===== config.mk =====
export PLATFORM = sky130hd
export DESIGN_NAME = three_joint_arm_positioner
export DESIGN_NICKNAME = d
export VERILOG_FILES = /design/src/hw/rtl/tjap_pkg.sv /design/src/hw/rtl/tjap_decide.sv /design/src/hw/rtl/tjap_div_stage.sv /design/src/hw/rtl/tjap_speed_lane.sv /design/src/hw/rtl/tjap_finish.sv /design/src/hw/rtl/three_joint_arm_positioner.sv
export SDC_FILE = /design/constraint.sdc
export NUM_CORES = 2
export LEC_CHECK = 0
export CAP_MARGIN = 20
export CORE_ASPECT_RATIO = 0.8
export CORE_MARGIN = 1
export CORE_UTILIZATION = 50
export DETAILED_ROUTE_END_ITERATION = 10
export DONT_BUFFER_PORTS = 1
export GPL_TIMING_DRIVEN = 0
export SKIP_LAST_GASP = 1
export SYNTH_ARGS = -nofsm -noshare
export SYNTH_HDL_FRONTEND = slang
export SYNTH_SLANG_ARGS = --single-unit

===== constraint.sdc =====
create_clock -name clk -period 9.8 [get_ports clk]
set_input_delay 1.47 -clock clk [delete_from_list [all_inputs] [get_ports clk]]
set_output_delay 1.47 -clock clk [all_outputs]
set_load 0.01 [all_outputs]

===== src/hw/rtl/tjap_pkg.sv =====
// Shared types, constants and helpers for the three-joint arm positioner.
package tjap_pkg;

    localparam int POSITION_BITS = 10;
    localparam int TOL_W         = 8;
    localparam int MAG_W         = 15;
    localparam int DRIVE_W       = 16;
    localparam int ERR3_W        = POSITION_BITS + 2;
    localparam int DEN_W         = POSITION_BITS + 2;
    localparam int NUM_W         = MAG_W + ERR3_W;
    localparam int DIV_STEPS     = 3;
    localparam int DIV_STAGES    = MAG_W / DIV_STEPS;
    // decide, multiply, divide stages, magnitude, output
    localparam int LATENCY       = DIV_STAGES + 4;
    localparam int CFG_INDEX_W   = 3;
    localparam int PROD_W        = 2 * DRIVE_W;
    localparam int RECIP_SHIFT   = 19;

    // Q1.15 speed limits
    localparam logic [DRIVE_W-1:0] Q_0_10 = 16'd3277;
    localparam logic [DRIVE_W-1:0] Q_0_16 = 16'd5243;
    localparam logic [DRIVE_W-1:0] Q_0_30 = 16'd9830;
    localparam logic [DRIVE_W-1:0] Q_0_40 = 16'd13107;
    localparam logic [DRIVE_W-1:0] Q_0_56 = 16'd18350;
    localparam logic [DRIVE_W-1:0] Q_0_60 = 16'd19661;
    localparam logic [DRIVE_W-1:0] Q_0_80 = 16'd26214;
    localparam logic [DRIVE_W-1:0] Q_1_00 = 16'd32768;

    // 1/(0.03e+1) rewritten as 100/(3e+100)
    localparam logic [DEN_W-1:0]   DEN_BIAS  = DEN_W'(100);
    // ceil(x/10) = ((x + 9) * 52429) >> 19, exact for 16-bit x
    localparam logic [DRIVE_W-1:0] CEIL_BIAS = 16'd9;
    localparam logic [DRIVE_W-1:0] RECIP_10  = 16'd52429;

    localparam logic [POSITION_BITS-1:0] RST_SAFE_ELBOW = POSITION_BITS'(0);
    localparam logic [TOL_W-1:0]         RST_TOLERANCE  = TOL_W'(5);
    localparam logic [TOL_W-1:0]         RST_SAFE_BAND  = TOL_W'(20);
    localparam logic [POSITION_BITS-1:0] RST_HIGH_ZONE  = POSITION_BITS'(320);
    localparam logic [POSITION_BITS-1:0] RST_LOW_ZONE   = POSITION_BITS'(150);

    typedef enum logic [CFG_INDEX_W-1:0] {
        REG_SAFE_ELBOW = 3'd0,
        REG_TOLERANCE  = 3'd1,
        REG_SAFE_BAND  = 3'd2,
        REG_HIGH_ZONE  = 3'd3,
        REG_LOW_ZONE   = 3'd4
    } cfg_reg_t;

    typedef logic [POSITION_BITS-1:0] pos_t;

    typedef struct packed {
        pos_t current_shoulder;
        pos_t current_elbow;
        pos_t current_wrist;
        pos_t target_shoulder;
        pos_t target_elbow;
        pos_t target_wrist;
    } cmd_t;

    typedef struct packed {
        logic signed [DRIVE_W-1:0] shoulder_drive;
        logic signed [DRIVE_W-1:0] elbow_drive;
        logic signed [DRIVE_W-1:0] wrist_drive;
        logic                      all_in_place;
    } result_t;

    typedef struct packed {
        pos_t             safe_elbow_position;
        logic [TOL_W-1:0] position_tolerance;
        logic [TOL_W-1:0] safe_band;
        pos_t             shoulder_high_zone;
        pos_t             shoulder_low_zone;
    } cfg_t;

    typedef struct packed {
        logic active;       // drive is nonzero
        logic neg;          // target above position
        logic scale;        // shoulder moving down, 0.9 scaling
        logic to_shoulder;  // arm lane result goes to the shoulder
        logic in_place;     // all three joints within tolerance
    } lane_ctl_t;

    typedef struct packed {
        pos_t             err;
        logic [MAG_W-1:0] lo;
        logic [MAG_W-1:0] span;
        lane_ctl_t        ctl;
    } lane_req_t;

    typedef struct packed {
        logic [NUM_W-1:0] rem;
        logic [NUM_W-1:0] dsh;
        logic [MAG_W-1:0] quo;
        logic [MAG_W-1:0] lo;
        lane_ctl_t        ctl;
    } div_word_t;

    typedef struct packed {
        logic [MAG_W-1:0] mag;
        lane_ctl_t        ctl;
    } lane_out_t;

    function automatic pos_t abs_diff(input pos_t a, input pos_t b);
        return (a > b) ? (a - b) : (b - a);
    endfunction

endpackage


===== src/hw/rtl/tjap_decide.sv =====
// First stage: joint priority, zone selection and per-lane speed requests.
module tjap_decide
    import tjap_pkg::*;
(
    input  logic      clk,
    input  logic      rst_n,
    input  logic      in_valid,
    input  cmd_t      cmd,
    input  cfg_t      cfg,
    output logic      out_valid,
    output lane_req_t arm_req,
    output lane_req_t wrist_req
);

    logic      valid_reg;
    lane_req_t arm_reg;
    lane_req_t arm_next;
    lane_req_t wrist_reg;
    lane_req_t wrist_next;

    always_comb
    begin
        pos_t               d_sh;
        pos_t               d_safe;
        pos_t               d_el;
        pos_t               d_wr;
        pos_t               tol;
        logic               sh_out;
        logic               el_out;
        logic               wr_out;
        logic [DRIVE_W-1:0] lo;
        logic [DRIVE_W-1:0] hi;
        logic [DRIVE_W-1:0] span;

        d_sh   = abs_diff(cmd.current_shoulder, cmd.target_shoulder);
        d_safe = abs_diff(cfg.safe_elbow_position, cmd.current_elbow);
        d_el   = abs_diff(cmd.current_elbow, cmd.target_elbow);
        d_wr   = abs_diff(cmd.current_wrist, cmd.target_wrist);
        tol    = POSITION_BITS'(cfg.position_tolerance);
        sh_out = d_sh > tol;
        el_out = d_el > tol;
        wr_out = d_wr > tol;

        arm_next = '0;
        lo       = Q_0_10;
        hi       = Q_0_80;
        priority if (sh_out && d_safe > POSITION_BITS'(cfg.safe_band))
        begin
            // park the elbow at its safe position first
            arm_next.err        = d_safe;
            arm_next.ctl.active = 1'b1;
            arm_next.ctl.neg    = cfg.safe_elbow_position > cmd.current_elbow;
            hi                  = Q_0_60;
        end
        else if (sh_out)
        begin
            arm_next.err             = d_sh;
            arm_next.ctl.active      = 1'b1;
            arm_next.ctl.to_shoulder = 1'b1;
            arm_next.ctl.neg         = cmd.target_shoulder > cmd.current_shoulder;
            arm_next.ctl.scale       = !(cmd.target_shoulder > cmd.current_shoulder);
            priority if (cmd.current_shoulder > cfg.shoulder_high_zone)
            begin
                lo = Q_0_16;
                hi = Q_0_60;
            end
            else if (cmd.current_shoulder < cfg.shoulder_low_zone)
            begin
                hi = Q_0_56;
            end
            else
            begin
                hi = Q_0_40;
            end
        end
        else if (el_out)
        begin
            arm_next.err        = d_el;
            arm_next.ctl.active = 1'b1;
            arm_next.ctl.neg    = cmd.target_elbow > cmd.current_elbow;
        end
        else
        begin
            arm_next.ctl.in_place = !wr_out;
        end
        span          = hi - lo;
        arm_next.lo   = lo[MAG_W-1:0];
        arm_next.span = span[MAG_W-1:0];

        wrist_next            = '0;
        wrist_next.err        = d_wr;
        wrist_next.ctl.active = wr_out;
        wrist_next.ctl.neg    = cmd.target_wrist > cmd.current_wrist;
        wrist_next.lo         = Q_0_30[MAG_W-1:0];
        span                  = Q_1_00 - Q_0_30;
        wrist_next.span       = span[MAG_W-1:0];
    end

    always_ff @(posedge clk or negedge rst_n)
    begin
        if (!rst_n)
        begin
            valid_reg <= 1'b0;
        end
        else
        begin
            valid_reg <= in_valid;
        end
    end

    always_ff @(posedge clk)
    begin
        arm_reg   <= arm_next;
        wrist_reg <= wrist_next;
    end

    assign out_valid = valid_reg;
    assign arm_req   = arm_reg;
    assign wrist_req = wrist_reg;

endmodule


===== src/hw/rtl/tjap_div_stage.sv =====
// One pipeline stage of the restoring divider: three quotient bits per stage.
module tjap_div_stage
    import tjap_pkg::*;
(
    input  logic      clk,
    input  logic      rst_n,
    input  logic      in_valid,
    input  div_word_t in_word,
    output logic      out_valid,
    output div_word_t out_word
);

    logic      valid_reg;
    div_word_t word_reg;
    div_word_t word_next;

    always_comb
    begin
        div_word_t w;
        w = in_word;
        for (int i = 0; i < DIV_STEPS; i++)
        begin
            if (w.rem >= w.dsh)
            begin
                w.rem = w.rem - w.dsh;
                w.quo = {w.quo[MAG_W-2:0], 1'b1};
            end
            else
            begin
                w.quo = {w.quo[MAG_W-2:0], 1'b0};
            end
            w.dsh = w.dsh >> 1;
        end
        word_next = w;
    end

    always_ff @(posedge clk or negedge rst_n)
    begin
        if (!rst_n)
        begin
            valid_reg <= 1'b0;
        end
        else
        begin
            valid_reg <= in_valid;
        end
    end

    always_ff @(posedge clk)
    begin
        word_reg <= word_next;
    end

    assign out_valid = valid_reg;
    assign out_word  = word_reg;

endmodule


===== src/hw/rtl/tjap_speed_lane.sv =====
// Speed curve lane: lo + span*3e/(3e+100) through a multiply stage and a pipelined divider.
module tjap_speed_lane
    import tjap_pkg::*;
(
    input  logic      clk,
    input  logic      rst_n,
    input  logic      in_valid,
    input  lane_req_t req,
    output logic      out_valid,
    output lane_out_t out
);

    logic             mul_valid_reg;
    div_word_t        mul_reg;
    div_word_t        mul_next;
    logic             stg_valid [DIV_STAGES+1];
    div_word_t        stg_word  [DIV_STAGES+1];
    logic             out_valid_reg;
    lane_out_t        out_reg;
    lane_out_t        out_next;

    always_comb
    begin
        logic [ERR3_W-1:0] err3;
        logic [DEN_W-1:0]  den;
        err3         = ERR3_W'(req.err) + (ERR3_W'(req.err) << 1);
        den          = DEN_W'(err3) + DEN_BIAS;
        mul_next.rem = NUM_W'(req.span) * NUM_W'(err3);
        // quotient is below 2^MAG_W, so start with the divisor at the top bit
        mul_next.dsh = NUM_W'(den) << (MAG_W - 1);
        mul_next.quo = '0;
        mul_next.lo  = req.lo;
        mul_next.ctl = req.ctl;
    end

    always_ff @(posedge clk or negedge rst_n)
    begin
        if (!rst_n)
        begin
            mul_valid_reg <= 1'b0;
            out_valid_reg <= 1'b0;
        end
        else
        begin
            mul_valid_reg <= in_valid;
            out_valid_reg <= stg_valid[DIV_STAGES];
        end
    end

    always_ff @(posedge clk)
    begin
        mul_reg <= mul_next;
        out_reg <= out_next;
    end

    assign stg_valid[0] = mul_valid_reg;
    assign stg_word[0]  = mul_reg;

    for (genvar k = 0; k < DIV_STAGES; k++)
    begin : g_div
        tjap_div_stage u_stage (
            .clk       (clk),
            .rst_n     (rst_n),
            .in_valid  (stg_valid[k]),
            .in_word   (stg_word[k]),
            .out_valid (stg_valid[k+1]),
            .out_word  (stg_word[k+1])
        );
    end

    always_comb
    begin
        out_next.mag = stg_word[DIV_STAGES].lo + stg_word[DIV_STAGES].quo;
        out_next.ctl = stg_word[DIV_STAGES].ctl;
    end

    assign out_valid = out_valid_reg;
    assign out       = out_reg;

endmodule


===== src/hw/rtl/tjap_finish.sv =====
// Output stage: 0.9 reverse scaling, drive sign, joint routing and result register.
module tjap_finish
    import tjap_pkg::*;
(
    input  logic      clk,
    input  logic      rst_n,
    input  logic      in_valid,
    input  lane_out_t arm,
    input  lane_out_t wrist,
    output logic      done,
    output result_t   result
);

    logic    done_reg;
    result_t result_reg;
    result_t result_next;

    always_comb
    begin
        logic [DRIVE_W-1:0]        biased;
        logic [PROD_W-1:0]         prod;
        logic [MAG_W-1:0]          tenth;
        logic [MAG_W-1:0]          scaled;
        logic signed [DRIVE_W-1:0] arm_drive;

        // m*9/10 truncated equals m - ceil(m/10)
        biased = DRIVE_W'(arm.mag) + CEIL_BIAS;
        prod   = PROD_W'(biased) * PROD_W'(RECIP_10);
        tenth  = MAG_W'(prod >> RECIP_SHIFT);
        scaled = arm.mag - tenth;

        priority if (!arm.ctl.active)
        begin
            arm_drive = '0;
        end
        else if (arm.ctl.scale)
        begin
            arm_drive = $signed({1'b0, scaled});
        end
        else if (arm.ctl.neg)
        begin
            arm_drive = -$signed({1'b0, arm.mag});
        end
        else
        begin
            arm_drive = $signed({1'b0, arm.mag});
        end

        result_next.shoulder_drive = arm.ctl.to_shoulder ? arm_drive : '0;
        result_next.elbow_drive    = arm.ctl.to_shoulder ? '0 : arm_drive;

        priority if (!wrist.ctl.active)
        begin
            result_next.wrist_drive = '0;
        end
        else if (wrist.ctl.neg)
        begin
            result_next.wrist_drive = -$signed({1'b0, wrist.mag});
        end
        else
        begin
            result_next.wrist_drive = $signed({1'b0, wrist.mag});
        end

        result_next.all_in_place = arm.ctl.in_place;
    end

    always_ff @(posedge clk or negedge rst_n)
    begin
        if (!rst_n)
        begin
            done_reg <= 1'b0;
        end
        else
        begin
            done_reg <= in_valid;
        end
    end

    always_ff @(posedge clk)
    begin
        result_reg <= result_next;
    end

    assign done   = done_reg;
    assign result = result_reg;

endmodule


===== src/hw/rtl/three_joint_arm_positioner.sv =====
// Three-joint arm positioner: configuration registers and the drive pipeline.
//
// Command channel: a transaction is taken at a rising edge with start high and
// busy low. busy is never raised, so a new position set may be issued every
// cycle; one result comes back for each command, in order.
// Result channel: done is high for exactly one cycle with the drives and the
// all_in_place flag on result; the receiver has no way to stall and must take it.
// Pipeline: done follows the accepting edge through decide, multiply, five divider
// stages, magnitude and output register. Throughput is one command per cycle, set by
// the divider: each of its five stages retires three quotient bits.
// Configuration: cfg_ready is always high; a transaction with cfg_valid writes
// register cfg_index (safe elbow, tolerance, safe band, high zone, low zone).
// Unknown indexes are dropped. Write only while no command is in flight.
// Reset: rst_n is asynchronous, active low; it empties the pipeline (no done)
// and restores the register defaults 0, 5, 20, 320, 150.
module three_joint_arm_positioner
    import tjap_pkg::*;
(
    input  logic                     clk,
    input  logic                     rst_n,
    input  logic                     start,
    output logic                     busy,
    input  cmd_t                     cmd,
    output logic                     done,
    output result_t                  result,
    input  logic                     cfg_valid,
    output logic                     cfg_ready,
    input  logic [CFG_INDEX_W-1:0]   cfg_index,
    input  logic [POSITION_BITS-1:0] cfg_data
);

    cfg_t      cfg_reg;
    cfg_t      cfg_next;
    logic      dec_valid;
    lane_req_t arm_req;
    lane_req_t wrist_req;
    logic      arm_valid;
    logic      wrist_valid;
    lane_out_t arm_out;
    lane_out_t wrist_out;

    assign busy      = 1'b0;
    assign cfg_ready = 1'b1;

    always_comb
    begin
        cfg_next = cfg_reg;
        if (cfg_valid)
        begin
            unique case (cfg_reg_t'(cfg_index))
                REG_SAFE_ELBOW: cfg_next.safe_elbow_position = cfg_data;
                REG_TOLERANCE:  cfg_next.position_tolerance  = cfg_data[TOL_W-1:0];
                REG_SAFE_BAND:  cfg_next.safe_band           = cfg_data[TOL_W-1:0];
                REG_HIGH_ZONE:  cfg_next.shoulder_high_zone  = cfg_data;
                REG_LOW_ZONE:   cfg_next.shoulder_low_zone   = cfg_data;
                default:        cfg_next = cfg_reg;
            endcase
        end
    end

    always_ff @(posedge clk or negedge rst_n)
    begin
        if (!rst_n)
        begin
            cfg_reg.safe_elbow_position <= RST_SAFE_ELBOW;
            cfg_reg.position_tolerance  <= RST_TOLERANCE;
            cfg_reg.safe_band           <= RST_SAFE_BAND;
            cfg_reg.shoulder_high_zone  <= RST_HIGH_ZONE;
            cfg_reg.shoulder_low_zone   <= RST_LOW_ZONE;
        end
        else
        begin
            cfg_reg <= cfg_next;
        end
    end

    tjap_decide u_decide (
        .clk       (clk),
        .rst_n     (rst_n),
        .in_valid  (start && !busy),
        .cmd       (cmd),
        .cfg       (cfg_reg),
        .out_valid (dec_valid),
        .arm_req   (arm_req),
        .wrist_req (wrist_req)
    );

    tjap_speed_lane u_arm_lane (
        .clk       (clk),
        .rst_n     (rst_n),
        .in_valid  (dec_valid),
        .req       (arm_req),
        .out_valid (arm_valid),
        .out       (arm_out)
    );

    tjap_speed_lane u_wrist_lane (
        .clk       (clk),
        .rst_n     (rst_n),
        .in_valid  (dec_valid),
        .req       (wrist_req),
        .out_valid (wrist_valid),
        .out       (wrist_out)
    );

    tjap_finish u_finish (
        .clk      (clk),
        .rst_n    (rst_n),
        .in_valid (arm_valid && wrist_valid),
        .arm      (arm_out),
        .wrist    (wrist_out),
        .done     (done),
        .result   (result)
    );

endmodule


==> out/qor.yml <==
outcome: "completed"
slew_viol_final: 0
crit_fanout: 8
syn_inst: 7050
synth-seq-cells: 702
dp_hpwl_um: 133100
core_mm2: 0.1193
synth_top_area_share_pct: 21.41
hold_buffers: 0
rows: 113
r2r_end: "u_finish.result[46]$_SDFF_PN0_"
ys.flop_type: "dfxtp_1"
yosysTopAreaCell: "dfxtp_1"
cts_tree: "built"
hp-class: "flip-flop to flip-flop"
synthSimpleGateAreaFrac_pct: 15.52
largest_register_ffs: 236
hold_viol_final: 0
drc: 0
syn2layout_area_growth_pct: 9.163
fin_setup_tns_ns: 0
crit_type: "flip-flop to flip-flop"
grt_usage_pct: 25.93
crit_arrival_ns: 9.86
synth_compound_area_share_pct: 16.51
maxCapViolCount: 0
yosys-top-cells-count: "inv_1 (906), ha_1 (815), dfxtp_1 (647), nand2_1 (534), nor2_1 (485)"
fin_crit_ns: 9.288
cpPeakStageDelay_ns: 0.55
drt-total-wl_um: 159200
multi_input_area_mm2: 0.04272
clock_latency_ns: 0.69
die_area_mm2: 0.1224
avgSynthCellArea_um2: 8.583
cts_sinks: 702
r2r_setup_slack_ns: 0.51
grt_pass1_vias: 46780
synth.area.top_cells: "dfxtp_1 (21%), ha_1 (17%), fa_1 (9.7%)"
ys_warn_count: 0
fill_cells: 11160
die_x_um: 390.9
worstSetupEndpointType: "flip-flop"
antenna_found_initial: 2
final_util_pct: 55.35
gp_congestion: 0.9213
dpl.cell_count: 8668
vias: 48860
ys_seq_area_share_pct: 23.70
synth.distinct_cells: 103
synthArstFlopShare_pct: 7.835
cts.clk_slew.worst_paths_ns: 0.07
crit_path_frequent_cell: "inv_1"
period_share_pct: 94.77
drt_first_pass_iters: 6
fin_skew_ns: 0.03508
synth_top_family_by_area: "adder cells"
port_buffers: 0
final_antenna_net_count: 0
cts_root_buf: "clkbuf_16"
synth_edf_count: 0
start_kind: "flip-flop"
die_h_um: 313.1
cts.path.max_buffers: 3
netlist_area_mm2: 0.06051
avgRoutedWirePerCell_um: 18.03
synthAdderAreaFrac_pct: 26.58
fin_nets: 8347
synth-xor-area-share_pct: 7.353
hold_path_startpoint: "u_arm_lane.g_div[2].u_stage.out_word[4]$_DFF_P_"
ios: 129
min_to: "u_arm_lane.g_div[3].u_stage.out_word[4]$_DFF_P_"
rsz0062_at_grt: "true"
start_util_pct: 50.71
reg2reg_from: "u_arm_lane.out[9]$_DFF_P_"
ff2ff_path_depth: 40
htree_num_levels: 3
setup_viol: 0
numCtsBuffers: 75
relSlewSlack_pct: 25.27
antenna_cells: 0
grt_start_max_net_pins: 56
holdWs_ns: 0.3123
synth_mux_area_share_pct: 3.768
synth.most_common_cell: "inv_1"
cp_slowest_cell: "fa_1"
worstMarginPinSlew_ns: 1.113
seqCellArea_mm2: 0.01435
cp.required_ns: 10.37
syn_nets: 8236
fmax_ghz: 0.1077
gr-total-overflow: 0
routed_via_density: 5.533
min_path_cells: 0
drive_gt1_share_pct: 7.271
drt_iter0_drc: 3337
grt_pass1_wl_um: 254600
instances_no_fill: 8830
-- worst max-delay path by stage --
stage / start / endpoint / slack, ns / depth (start not counted)
finish: u_arm_lane.out[9]$_DFF_P_ / u_finish.result[46]$_SDFF_PN0_ / 0.51 / 40
global route: u_arm_lane.g_div[1].u_stage.out_word[48]$_DFF_P_ / u_arm_lane.g_div[2].u_stage.out_word[75]$_DFF_P_ / -0.03 / 40
CTS: u_arm_lane.g_div[0].u_stage.out_word[47]$_DFF_P_ / u_arm_lane.g_div[1].u_stage.out_word[88]$_DFF_P_ / 0.003 / 40
detailed placement: u_wrist_lane.g_div[2].u_stage.out_word[40]$_DFF_P_ / u_wrist_lane.g_div[3].u_stage.out_word[65]$_DFF_P_ / -1.25 / 39
global placement: u_arm_lane.mul_reg[50]$_DFF_P_ / u_arm_lane.g_div[0].u_stage.out_word[20]$_DFF_P_ / -1.38 / 40
floorplan: u_wrist_lane.g_div[2].u_stage.out_word[40]$_DFF_P_ / u_wrist_lane.g_div[3].u_stage.out_word[86]$_DFF_P_ / 1.09 / 40
-- through the flow --
step	setup slack, ns	instance area, µm²
final	0.5123	66050
after global routing	-0.03444	66050
after CTS	0.002547	65480
after detailed placement	-1.252	62580
after global placement	-1.377	62520
after floorplan	1.088	60510
-- timing repair --
action / 4_1_cts / 5_1_grt
setup buffers: 3 / 25
cloned: 0 / 1
resized for setup: 43 / 144
pin swaps: 2 / 14
endpoints found under the setup margin: 130 / 175
endpoints found under the hold margin: 0 / 0
-- area by class of cell --
| class | instances | share of cell area (%) |
|---|---|---|
| clock buffers | 93 | 3.112 |
| clock inverters | 43 | 0.9528 |
| flip-flops and latches | 702 | 21.72 |
| repair buffers | 38 | 0.4167 |
| inverters | 910 | 5.171 |
| multi-input cells | 5305 | 64.68 |
| well taps | 1610 | 3.050 |
| plain buffers | 129 | 0.8941 |
-- per-layer routing --
metal / vias to the layer above / GRT usage (%) / part of all wire [%]
li1: 24530 / - / -
met3: 162 / 4.796 / 6.4
met1: 23050 / 39.09 / 51
met5: - / 0 / 0
met2: 1113 / 38.37 / 41
met4: 0 / 4.929 / 1.6
-- layout by cell type (no fill, tap or decap), types with 134 or more instances in the layout --
| cell | count |
|---|---|
| a21o_1 | 165 |
| a21oi_1 | 422 |
| dfxtp_1 | 642 |
| fa_1 | 294 |
| ha_1 | 814 |
| inv_1 | 906 |
| mux2_2 | 134 |
| nand2_1 | 531 |
| nor2_1 | 478 |
| o21ai_0 | 372 |
| xnor2_1 | 365 |
-- critical path, delay by kind of cell (launching register included) --
family	cells	cell delay, ns
AND/OR/NAND/NOR	7	1.53
XOR/XNOR	3	0.63
adder cells (fa/ha/maj)	8	3.19
buffers and inverters	8	0.77
flip-flops	1	0.34
AO/OA/AOI/OAI	14	2.72
-- cell families after synthesis --
| group | Yosys count |
|---|---|
| buffers and inverters | 1044 |
| XOR/XNOR | 508 |
| adder cells (fa/ha/maj) | 1109 |
| AND/OR/NAND/NOR | 1906 |
| multiplexers | 210 |
| AO/OA/AOI/OAI | 1569 |
| flip-flops | 702 |
| other | 2 |
Power is left out: the tool's default activity adds up to more than one toggle a clock period on the data nets, which glitch-free logic cannot reach.
